[config.mk]
export PLATFORM = sky130hd
export DESIGN_NAME = utf8_sanitizer
export DESIGN_NICKNAME = d
export VERILOG_FILES = /design/src/design/utfs_pkg.sv /design/src/design/utf8_sanitizer.sv /design/src/design/utfs_front.sv /design/src/design/utfs_queue.sv /design/src/design/utfs_back.sv
export SDC_FILE = /design/constraint.sdc
export NUM_CORES = 1
export LEC_CHECK = 0
export BUFFER_PORTS_ARGS = -buffer_cell sky130_fd_sc_hd__clkbuf_2
export CAP_MARGIN = 20
export CELL_PAD_IN_SITES_DETAIL_PLACEMENT = 2
export CELL_PAD_IN_SITES_GLOBAL_PLACEMENT = 2
export CORE_MARGIN = 5
export CORE_UTILIZATION = 40
export DETAILED_ROUTE_END_ITERATION = 7
export HOLD_SLACK_MARGIN = 0.02
export PLACE_DENSITY = 0.84
export SYNTH_ARGS = -nofsm -noshare
export SYNTH_HDL_FRONTEND = slang
export SYNTH_SLANG_ARGS = --single-unit
[constraint.sdc]
create_clock -name clk -period 10.9 [get_ports clk]
set_clock_uncertainty 0.2 [all_clocks]
set_input_delay 1.635 -clock clk [delete_from_list [all_inputs] [get_ports clk]]
set_output_delay 1.635 -clock clk [all_outputs]
set_load 0.005 [all_outputs]
[src/design/utfs_pkg.sv]
package utfs_pkg;

  localparam int RUN_MAX       = 5;
  localparam int RUN_CNT_W     = $clog2(RUN_MAX + 1);
  localparam int QUEUE_DEPTH_D = 2;

  localparam logic [7:0]  REPL_HI    = 8'hC2;
  localparam logic [7:0]  REPL_LO    = 8'hBF;
  localparam logic [20:0] CODE_MIN   = 21'h000080;
  localparam logic [20:0] CODE_MAX   = 21'h10FFFF;
  localparam logic [7:0]  CONT_MASK  = 8'hC0;
  localparam logic [7:0]  CONT_MARK  = 8'h80;
  localparam logic [7:0]  PAYLD_MASK = 8'h3F;

  // Bytes caused by one input transaction, oldest in bytes[0]
  typedef struct packed {
    logic [RUN_MAX-1:0][7:0] bytes;
    logic [RUN_CNT_W-1:0]    count;
  } run_t;

  localparam int RUN_W = $bits(run_t);

endpackage

[src/design/utf8_sanitizer.sv]
// Channel | Handshake            | Payload
// input   | in_valid / in_ready  | data_byte[7:0], end_of_stream
// output  | out_valid / out_ready| out_byte[7:0], last_of_run
//
// An input byte is classified in the cycle it is accepted; its result bytes
// (0 to 5) enter a QUEUE_DEPTH-entry run queue at the same edge.
// The output side sends one byte per cycle while out_ready is high, so an
// input with k result bytes occupies it until all k are sent; input is taken
// every cycle while the queue has room. Reset clears the sequence state and
// empties the queue; output stalls hold the head byte.
module utf8_sanitizer #(
  parameter int QUEUE_DEPTH = utfs_pkg::QUEUE_DEPTH_D
) (
  input  logic       clk,
  input  logic       rst,
  input  logic       in_valid,
  output logic       in_ready,
  input  logic [7:0] data_byte,
  input  logic       end_of_stream,
  output logic       out_valid,
  input  logic       out_ready,
  output logic [7:0] out_byte,
  output logic       last_of_run
);
  import utfs_pkg::*;

  logic q_full, q_empty, push, pop;
  run_t push_run, head_run;

  utfs_front u_front (
    .clk           (clk),
    .rst           (rst),
    .in_valid      (in_valid),
    .in_ready      (in_ready),
    .data_byte     (data_byte),
    .end_of_stream (end_of_stream),
    .q_full        (q_full),
    .push          (push),
    .push_run      (push_run)
  );

  utfs_queue #(
    .DEPTH (QUEUE_DEPTH)
  ) u_queue (
    .clk      (clk),
    .rst      (rst),
    .push     (push),
    .push_run (push_run),
    .full     (q_full),
    .pop      (pop),
    .empty    (q_empty),
    .head_run (head_run)
  );

  utfs_back u_back (
    .clk         (clk),
    .rst         (rst),
    .q_empty     (q_empty),
    .head_run    (head_run),
    .pop         (pop),
    .out_valid   (out_valid),
    .out_ready   (out_ready),
    .out_byte    (out_byte),
    .last_of_run (last_of_run)
  );

endmodule

[src/design/utfs_front.sv]
module utfs_front (
  input  logic          clk,
  input  logic          rst,
  input  logic          in_valid,
  output logic          in_ready,
  input  logic [7:0]    data_byte,
  input  logic          end_of_stream,
  input  logic          q_full,
  output logic          push,
  output utfs_pkg::run_t push_run
);
  import utfs_pkg::*;

  logic                 active, active_next;
  logic [3:0][7:0]      seq_buf, seq_buf_next;
  logic [2:0]           seq_len, seq_len_next;
  logic [2:0]           cont_left, cont_left_next;
  logic [20:0]          code_val, code_val_next;
  logic                 overflow, overflow_next;
  run_t                 run;
  logic                 cont;
  logic                 take;

  function automatic run_t emit_byte(run_t r, logic [7:0] b);
    run_t res;
    res = r;
    if (res.count < RUN_CNT_W'(RUN_MAX)) begin
      res.bytes[res.count] = b;
      res.count = res.count + RUN_CNT_W'(1);
    end
    return res;
  endfunction

  function automatic run_t flush_run(run_t r, logic [3:0][7:0] bufv, logic [2:0] len,
                                     logic [2:0] cl, logic [20:0] code, logic ovf);
    run_t res;
    logic ok;
    res = r;
    ok  = (cl == 3'd1) && !ovf && (code >= CODE_MIN) && (code <= CODE_MAX);
    if (ok) begin
      for (int k = 0; k < 4; k++) begin
        if (3'(k) < len) res = emit_byte(res, bufv[k]);
      end
    end else begin
      res = emit_byte(res, REPL_HI);
      res = emit_byte(res, REPL_LO);
    end
    return res;
  endfunction

  assign in_ready = !q_full;
  assign take     = in_valid && in_ready;
  assign cont     = (data_byte & CONT_MASK) == CONT_MARK;

  always_comb begin
    active_next    = active;
    seq_buf_next   = seq_buf;
    seq_len_next   = seq_len;
    cont_left_next = cont_left;
    code_val_next  = code_val;
    overflow_next  = overflow;
    run            = '0;

    // Held lead byte that could not be flushed last time: replace it first
    if (active_next && overflow_next && seq_len_next == 3'd1) begin
      run            = emit_byte(run, REPL_HI);
      run            = emit_byte(run, REPL_LO);
      active_next    = 1'b0;
      seq_len_next   = '0;
      cont_left_next = '0;
      code_val_next  = '0;
      overflow_next  = 1'b0;
    end

    if (active_next && cont) begin
      if (seq_len_next < 3'd4) begin
        seq_buf_next[seq_len_next[1:0]] = data_byte;
        seq_len_next = seq_len_next + 3'd1;
      end else begin
        overflow_next = 1'b1;
      end
      code_val_next = {code_val_next[14:0], data_byte[5:0]};
      if (cont_left_next != 3'd0) cont_left_next = cont_left_next - 3'd1;
    end else begin
      if (active_next) begin
        run = flush_run(run, seq_buf_next, seq_len_next, cont_left_next,
                        code_val_next, overflow_next);
        active_next    = 1'b0;
        seq_len_next   = '0;
        cont_left_next = '0;
        code_val_next  = '0;
        overflow_next  = 1'b0;
      end
      if (!data_byte[7]) begin
        if (data_byte != 8'h00) run = emit_byte(run, data_byte);
      end else begin
        active_next     = 1'b1;
        seq_buf_next[0] = data_byte;
        seq_len_next    = 3'd1;
        overflow_next   = 1'b0;
        if (data_byte[7:5] == 3'b110) begin
          code_val_next  = {16'd0, data_byte[4:0]};
          cont_left_next = 3'd2;
        end else if (data_byte[7:4] == 4'b1110) begin
          code_val_next  = {17'd0, data_byte[3:0]};
          cont_left_next = 3'd3;
        end else if (data_byte[7:3] == 5'b11110) begin
          code_val_next  = {18'd0, data_byte[2:0]};
          cont_left_next = 3'd4;
        end else begin
          code_val_next  = '0;
          cont_left_next = 3'd0;
        end
      end
    end

    if (end_of_stream && active_next) begin
      // No room for two more bytes in the run: hold the lone lead for next time
      if (run.count > RUN_CNT_W'(RUN_MAX - 2) && seq_len_next == 3'd1) begin
        overflow_next = 1'b1;
      end else begin
        run = flush_run(run, seq_buf_next, seq_len_next, cont_left_next,
                        code_val_next, overflow_next);
        active_next    = 1'b0;
        seq_len_next   = '0;
        cont_left_next = '0;
        code_val_next  = '0;
        overflow_next  = 1'b0;
      end
    end
  end

  assign push     = take && (run.count != '0);
  assign push_run = run;

  always_ff @(posedge clk) begin
    if (rst) begin
      active    <= 1'b0;
      seq_len   <= '0;
      cont_left <= '0;
      code_val  <= '0;
      overflow  <= 1'b0;
    end else if (take) begin
      active    <= active_next;
      seq_len   <= seq_len_next;
      cont_left <= cont_left_next;
      code_val  <= code_val_next;
      overflow  <= overflow_next;
    end
  end

  always_ff @(posedge clk) begin
    if (take) seq_buf <= seq_buf_next;
  end

endmodule

[src/design/utfs_queue.sv]
module utfs_queue #(
  parameter int DEPTH = utfs_pkg::QUEUE_DEPTH_D
) (
  input  logic           clk,
  input  logic           rst,
  input  logic           push,
  input  utfs_pkg::run_t push_run,
  output logic           full,
  input  logic           pop,
  output logic           empty,
  output utfs_pkg::run_t head_run
);
  import utfs_pkg::*;

  localparam int PTR_W = (DEPTH > 1) ? $clog2(DEPTH) : 1;
  localparam int CNT_W = $clog2(DEPTH + 1);

  run_t             mem [DEPTH];
  logic [PTR_W-1:0] wr_ptr, rd_ptr;
  logic [CNT_W-1:0] fill;
  logic             do_push, do_pop;

  assign full     = fill == CNT_W'(DEPTH);
  assign empty    = fill == '0;
  assign do_push  = push && !full;
  assign do_pop   = pop && !empty;
  assign head_run = mem[rd_ptr];

  always_ff @(posedge clk) begin
    if (do_push) mem[wr_ptr] <= push_run;
  end

  always_ff @(posedge clk) begin
    if (rst) begin
      wr_ptr <= '0;
      rd_ptr <= '0;
      fill   <= '0;
    end else begin
      if (do_push) wr_ptr <= (wr_ptr == PTR_W'(DEPTH - 1)) ? '0 : wr_ptr + PTR_W'(1);
      if (do_pop)  rd_ptr <= (rd_ptr == PTR_W'(DEPTH - 1)) ? '0 : rd_ptr + PTR_W'(1);
      case ({do_push, do_pop})
        2'b10:   fill <= fill + CNT_W'(1);
        2'b01:   fill <= fill - CNT_W'(1);
        default: fill <= fill;
      endcase
    end
  end

endmodule

[src/design/utfs_back.sv]
module utfs_back (
  input  logic           clk,
  input  logic           rst,
  input  logic           q_empty,
  input  utfs_pkg::run_t head_run,
  output logic           pop,
  output logic           out_valid,
  input  logic           out_ready,
  output logic [7:0]     out_byte,
  output logic           last_of_run
);
  import utfs_pkg::*;

  logic [RUN_CNT_W-1:0] idx;
  logic                 sent;

  assign out_valid   = !q_empty;
  assign out_byte    = head_run.bytes[idx];
  assign last_of_run = idx == (head_run.count - RUN_CNT_W'(1));
  assign sent        = out_valid && out_ready;
  assign pop         = sent && last_of_run;

  // Walk through the head run one byte per transaction, then release it
  always_ff @(posedge clk) begin
    if (rst) begin
      idx <= '0;
    end else if (sent) begin
      idx <= last_of_run ? '0 : idx + RUN_CNT_W'(1);
    end
  end

endmodule

# After elaboration in Yosys (flattened, before gate mapping)
# Memory sizes are Yosys's and may differ from the RTL's. A register that Yosys moved wholly into a read port is not among the register bits.
# Cells that the tools add are included.
op_classes:
  n_addsub: 20
  order_cmp: 53
  eq_ne: 12
  mux: 145
  n_bitwise: 15
  n_reduce_logical: 39
ops:
  columns: ["operator", "n"]
  rows:
  - ["2-to-1 mux 43 bit", 56]
  - ["bitwise mux 40 bit", 9]
  - ["demux 8 bit (select 3 bit)", 12]
  - ["2-to-1 mux 21 bit", 8]
  - ["2-to-1 mux 8 bit", 16]
  - ["bitwise OR 35 bit", 2]
  - ["2-to-1 mux 3 bit", 19]
  - ["< comparator 3 x 4 -> 1 bit, second input constant", 13]
  - ["AND 25 bit", 2]
  - ["NOT 25 bit", 2]
  - ["adder 3 x 1 -> 3 bit, second input constant", 14]
  - ["greater-or-equal comparator 21 x 8 -> 1 bit, second input constant", 2]
  - ["less-or-equal comparator 21 bit, second input constant", 2]
  - ["< comparator 3 bit, second input constant", 13]
  - ["greater-or-equal comparator 3 x 1 -> 1 bit, second input constant", 12]
  - ["bitwise OR 7 x 35 -> 35 bit", 1]
  - ["bitwise mux 32 bit", 1]
  - ["2-to-1 mux 32 bit", 1]
  - ["logical AND 1 bit", 30]
  - ["bitwise OR 15 bit", 2]
  - ["binary-select mux 8 bit (select 3 bit)", 1]
  - ["2-to-1 mux 24 bit", 1]
  - ["2-to-1 mux 1 bit", 18]
  - ["demux 8 bit (select 2 bit)", 1]
  - ["other kinds (26)", 46]
word_totals:
  register_bits: 68
  mem_bits_rw: 86
  out_inout_bits: 11
  wordCells: 298
  mem_count: 1
memory_table:
  columns: ["memory", "words", "width", "rd", "rd_clocked_by_memory_dff", "write_ports", "line_no", "rtl"]
  rows:
  - ["u_queue.mem", 2, 43, 1, 1, 1, "utfs_queue.sv:18", "run_t mem [DEPTH];"]

# Depth between registers and ports, before layout
logic_depth:
  ltp_word: 105
  ltp_mapped: 42

# By module
# Synthesis repeated with hierarchy kept, for this count alone.
hier_totals:
  cells_unflattened: 1300
  hier_area_um2: 11502.3
modules_own_cells:
  columns: ["mod", "n_inst", "cells_per_inst", "area_per_inst_um2", "seq_area_each_um2"]
  rows:
  - ["utfs_front", 1, 1074, 7581.0, 1541.5]
  - ["utfs_queue", 1, 160, 3315.7, 2682.6]
  - ["utfs_back", 1, 66, 605.6, 60.1]

# Least setup slack after synthesis
# OpenSTA, ideal clock, no wires.
synth_path:
  path_kind: "reg2reg"
  startpoint: "register u_front.seq_len[1]"
  endpoint: "memory u_queue.mem[0][0] (netlist bit) (enable)"
  setup_ps: 444
  arrival_time_ps: 9042
  required_ps: 10256
  setup_slack_ps: 1214
  path_stages_with_launch: 38
  path_buffers: 4
  path_cell_list: "dfxtp_1 > buf_2 > or2_2 > clkbuf_2 > a21o_1 > ha_1 > clkbuf_2 > o21ai_0 > ha_1 > or3b_1 > and2_0 > and3_1 > o31ai_2 > inv_1 > ha_1 > or2_0 > a41oi_1 > inv_1 > [2 not listed] > inv_1 > and2_1 > a32oi_1 > o221ai_2 > inv_1 > ha_1 > nor4b_1 > nand3_1 > nand2_1 > nand3_1 > or4_4 > o21a_1 > ha_1 > a2111o_1 > nand3_2 > inv_2 > o31ai_4 > nor2_1"
synth_lines:
  columns: ["item", "line_no", "rtl"]
  rows:
  - ["from (decl)", "utfs_front.sv:16", "logic [2:0] seq_len, seq_len_next;"]
  - ["from (signal assigned)", "utfs_front.sv:145", "seq_len <= seq_len_next;"]
  - ["to (decl)", "utfs_queue.sv:18", null]

==> impl_metrics.csv <==
group,metric,value,unit
yosys,synth-compound-area-share,25.1,%
job,maxCapViolations,0,
timing,whs,0.324,ns
route,viasPerCell,7.15,
finish,drive_above_1_share,11.0,%
yosys,ys_seq_elements,155,
setup_path,setup.worst_path.start,"u_front.seq_len[1]",
yosys,syn_area,0.0110,sq mm
finish,area_growth,9.45,%
yosys,synth_cell_type_count,85,
clock_network,root_buffer,"clkbuf_16",
floorplanning,fp.dieH,176,um
route,finalWirelength,51300,um
global_route,overflow,0,
clock_network,htree_levels,4,
setup_path,crit_path_end_kind,"register",
timing,finalHoldViolations,0,
yosys,ys_seq_area_share,38.9,%
setup_path,cp_common_cell,"ha_1",
timing,max-slew-margin-rel,17.5,%
floorplanning,num_io_pins,24,
setup_path,worst-path-buf-inv,7,
yosys,synth_top_family_by_area,"compound AO/OA/AOI/OAI gates",
setup_path,max_stage_delay,0.69,ns
setup_path,start_kind,"register",
timing,fin_crit,10.24,ns
yosys,avgSynthCellArea,8.66,sq um
setup_path,crit_type,"register to register",
finish,layout_commonest_cell,"nor2_1",
yosys,synth_fp_nets,1304,
yosys,syn_inst,1272,
route,drc,0,
floorplanning,die_w,176,um
clock_network,clock_path_buffers,2,
yosys,synth_edf_count,118,
pwr,vdd_drop_max,0.118,mV
clock_network,clk_pin_slew,0.08,ns
place,io_buffers,23,
global_route,antenna_found_initial,0,
yosys,synth-simple-area-share,19.0,%
timing,worstMarginPinSlew,1.23,ns
route,firstDrtPassIters,5,
pwr,power_density,134,mW/mm^2
yosys,yosys.area.top_type,"edfxtp_1",
finish,nets,1286,
clock_network,cts_tree,"built",
timing,tns,0,ns
route,drtIter0Drc,1421,
floorplanning,core,0.0270,sq mm
finish,layout_common_cells,"nor2_1, nand2_1, a21oi_1",
timing,rsz0062_at_grt,"false",
floorplanning,floorplan.die_area,0.0310,sq mm
floorplanning,num_rows,60,
place,place_congestion,0.932,
timing,fin_crit_sh,93.9,%
global_route,grt_pass1_wl,77000,um
timing,fmax,0.0977,GHz
global_route,grt_usage,32.7,%
yosys,synthArstFlopShare,0,%
yosys,synthFlopType,"edfxtp_1",
hold_path,hp-start,"u_front.code_val[0]",
clock_network,cts_sinks,155,
timing,finalMaxSlewViolations,0,
yosys,synthAdderAreaFrac,2.16,%
route,routedWlPerCell,31.9,um
pwr,p_leak,4.34,nW
global_route,grt_max_degree,42,
setup_path,arrival,10.15,ns
route,num_vias,11500,
yosys,synthXorXnorAreaFrac,0.716,%
yosys,yosysTopAreaCellShare,32.2,%
global_route,grt_pass1_vias,12100,
finish,antenna_cells,0,
setup_path,r2r_start,"u_front.seq_len[1]",
clock_network,cts_buffers,17,
yosys,synth_mux_area_share,8.87,%
setup_path,critPathMaxFanout,26,
yosys,synth_area_leaders,"edfxtp_1, dfxtp_1, a21oi_1",
route,drtAntennaViolNets,0,
floorplanning,initial_core_util,40.8,%
setup_path,required,10.81,ns
setup_path,cp_top_family,"simple AND/OR/NAND/NOR gates",
setup_path,slowest_stage,"nor2_4",
yosys,yosysWarnings,0,
place,dp.final_hpwl,37100,um
status,status,"completed",
hold_path,hp-class,"register to register",
timing,finalSetupViolCount,0,
clock_network,clock_latency,0.44,ns
worst reg2reg max path, delay by kind of cell, from the launching register on:
kind	cells	cell delay [ns]
DFF	1	0.49
buffers and inverters	7	1.44
adders and majority gates	6	2.10
AOI/OAI and AO/OA	9	1.99
and+or+nand+nor	13	3.69
state kept, by name, indices dropped and copies added, names as in the netlist, named ones only:
name               flops
u_back.idx             3
u_front.cont_left      3
u_front.seq_len        3
u_front.code_val      21
u_queue.rd_ptr         1
u_queue.mem           86
u_front.active         1
u_front.seq_buf       32
u_queue.wr_ptr         1
u_queue.fill           2
u_front.overflow       1
cell families after synthesis:
logic type	count (synthesis)
and+or+nand+nor	445
AOI/OAI and AO/OA	417
DFF	155
buffers and inverters	150
muxes	77
adders and majority gates	19
xor gates and xnor gates	9
area by class of cell:
type                    count  area [sq um]
clock buffers              18           429
clock inverters            14           153
fillers                  2988         15000
inverters                  59           226
multi-input cells         967          6180
flip-flops and latches    155          4290
well taps                 341           427
repair buffers             54           355
through the flow:
step           instance area [sq um]  total power [mW]  utilization, %  setup slack (ns)  cells
6_report                       12100              1.62            44.6             0.665   1608
5_1_grt                        12100              1.67            44.6             0.169   1608
4_1_cts                        12000              1.61            44.4             0.665   1603
3_5_place_dp                   11400              1.01            42.3             0.718   1571
3_3_place_gp                   11400             0.980            42.3              1.40   1571
2_1_floorplan                  11000             0.890               -              1.21   1272
cells in the mapped netlist, types with 10 or more instances:
cell type and n:
nor2_1 137, edfxtp_1 118, nand4_1 11, o221ai_1 11, and3_1 13, a21oi_1 127, nand3_1 49, o21ai_0 71
mux4_2 16, mux2i_1 56, nand2b_1 10, nand2_1 127, a211oi_1 19, dfxtp_1 37, a22oi_1 38, inv_1 56
and2_1 10, o211ai_1 23, clkbuf_1 73, o22ai_1 20, nor3_1 34, ha_1 19
metal layers:
metal / vias up / part of all wire, % / track usage [%]
met2: 679 / 47 / 54.2
met1: 5835 / 40 / 42.2
met5: - / 0 / 0
li1: 4771 / - / -
met3: 213 / 7.6 / 4.52
met4: 0 / 6.0 / 16.0
report_power, final:
part	internal [mW]	leakage, nW	total [mW]	switching [mW]
clock network	0.324	0.280	0.615	0.290
registers	0.683	1.41	0.718	0.0352
logic	0.0918	2.65	0.286	0.194
total	1.10	4.34	1.62	0.520
worst paths after layout:
| check | slack (ns) | cells past startpoint | endpoint |
|---|---|---|---|
| worst max-delay path | 0.66 | 35 | u_queue.mem[0][29] |
| worst max register to register | 0.66 | 35 | u_queue.mem[0][29] |
| worst min register to register | 0.32 | 2 | u_front.code_val[6] |
| worst min-delay path | 0.32 | 2 | u_front.code_val[6] |
what timing repair did:
action                                  CTS  global route
hold buffers                              0             0
endpoints found under the setup margin    0            19
setup buffers                             0             0
gates resized for setup                   0             1
(Power assumes the default switching activity.)
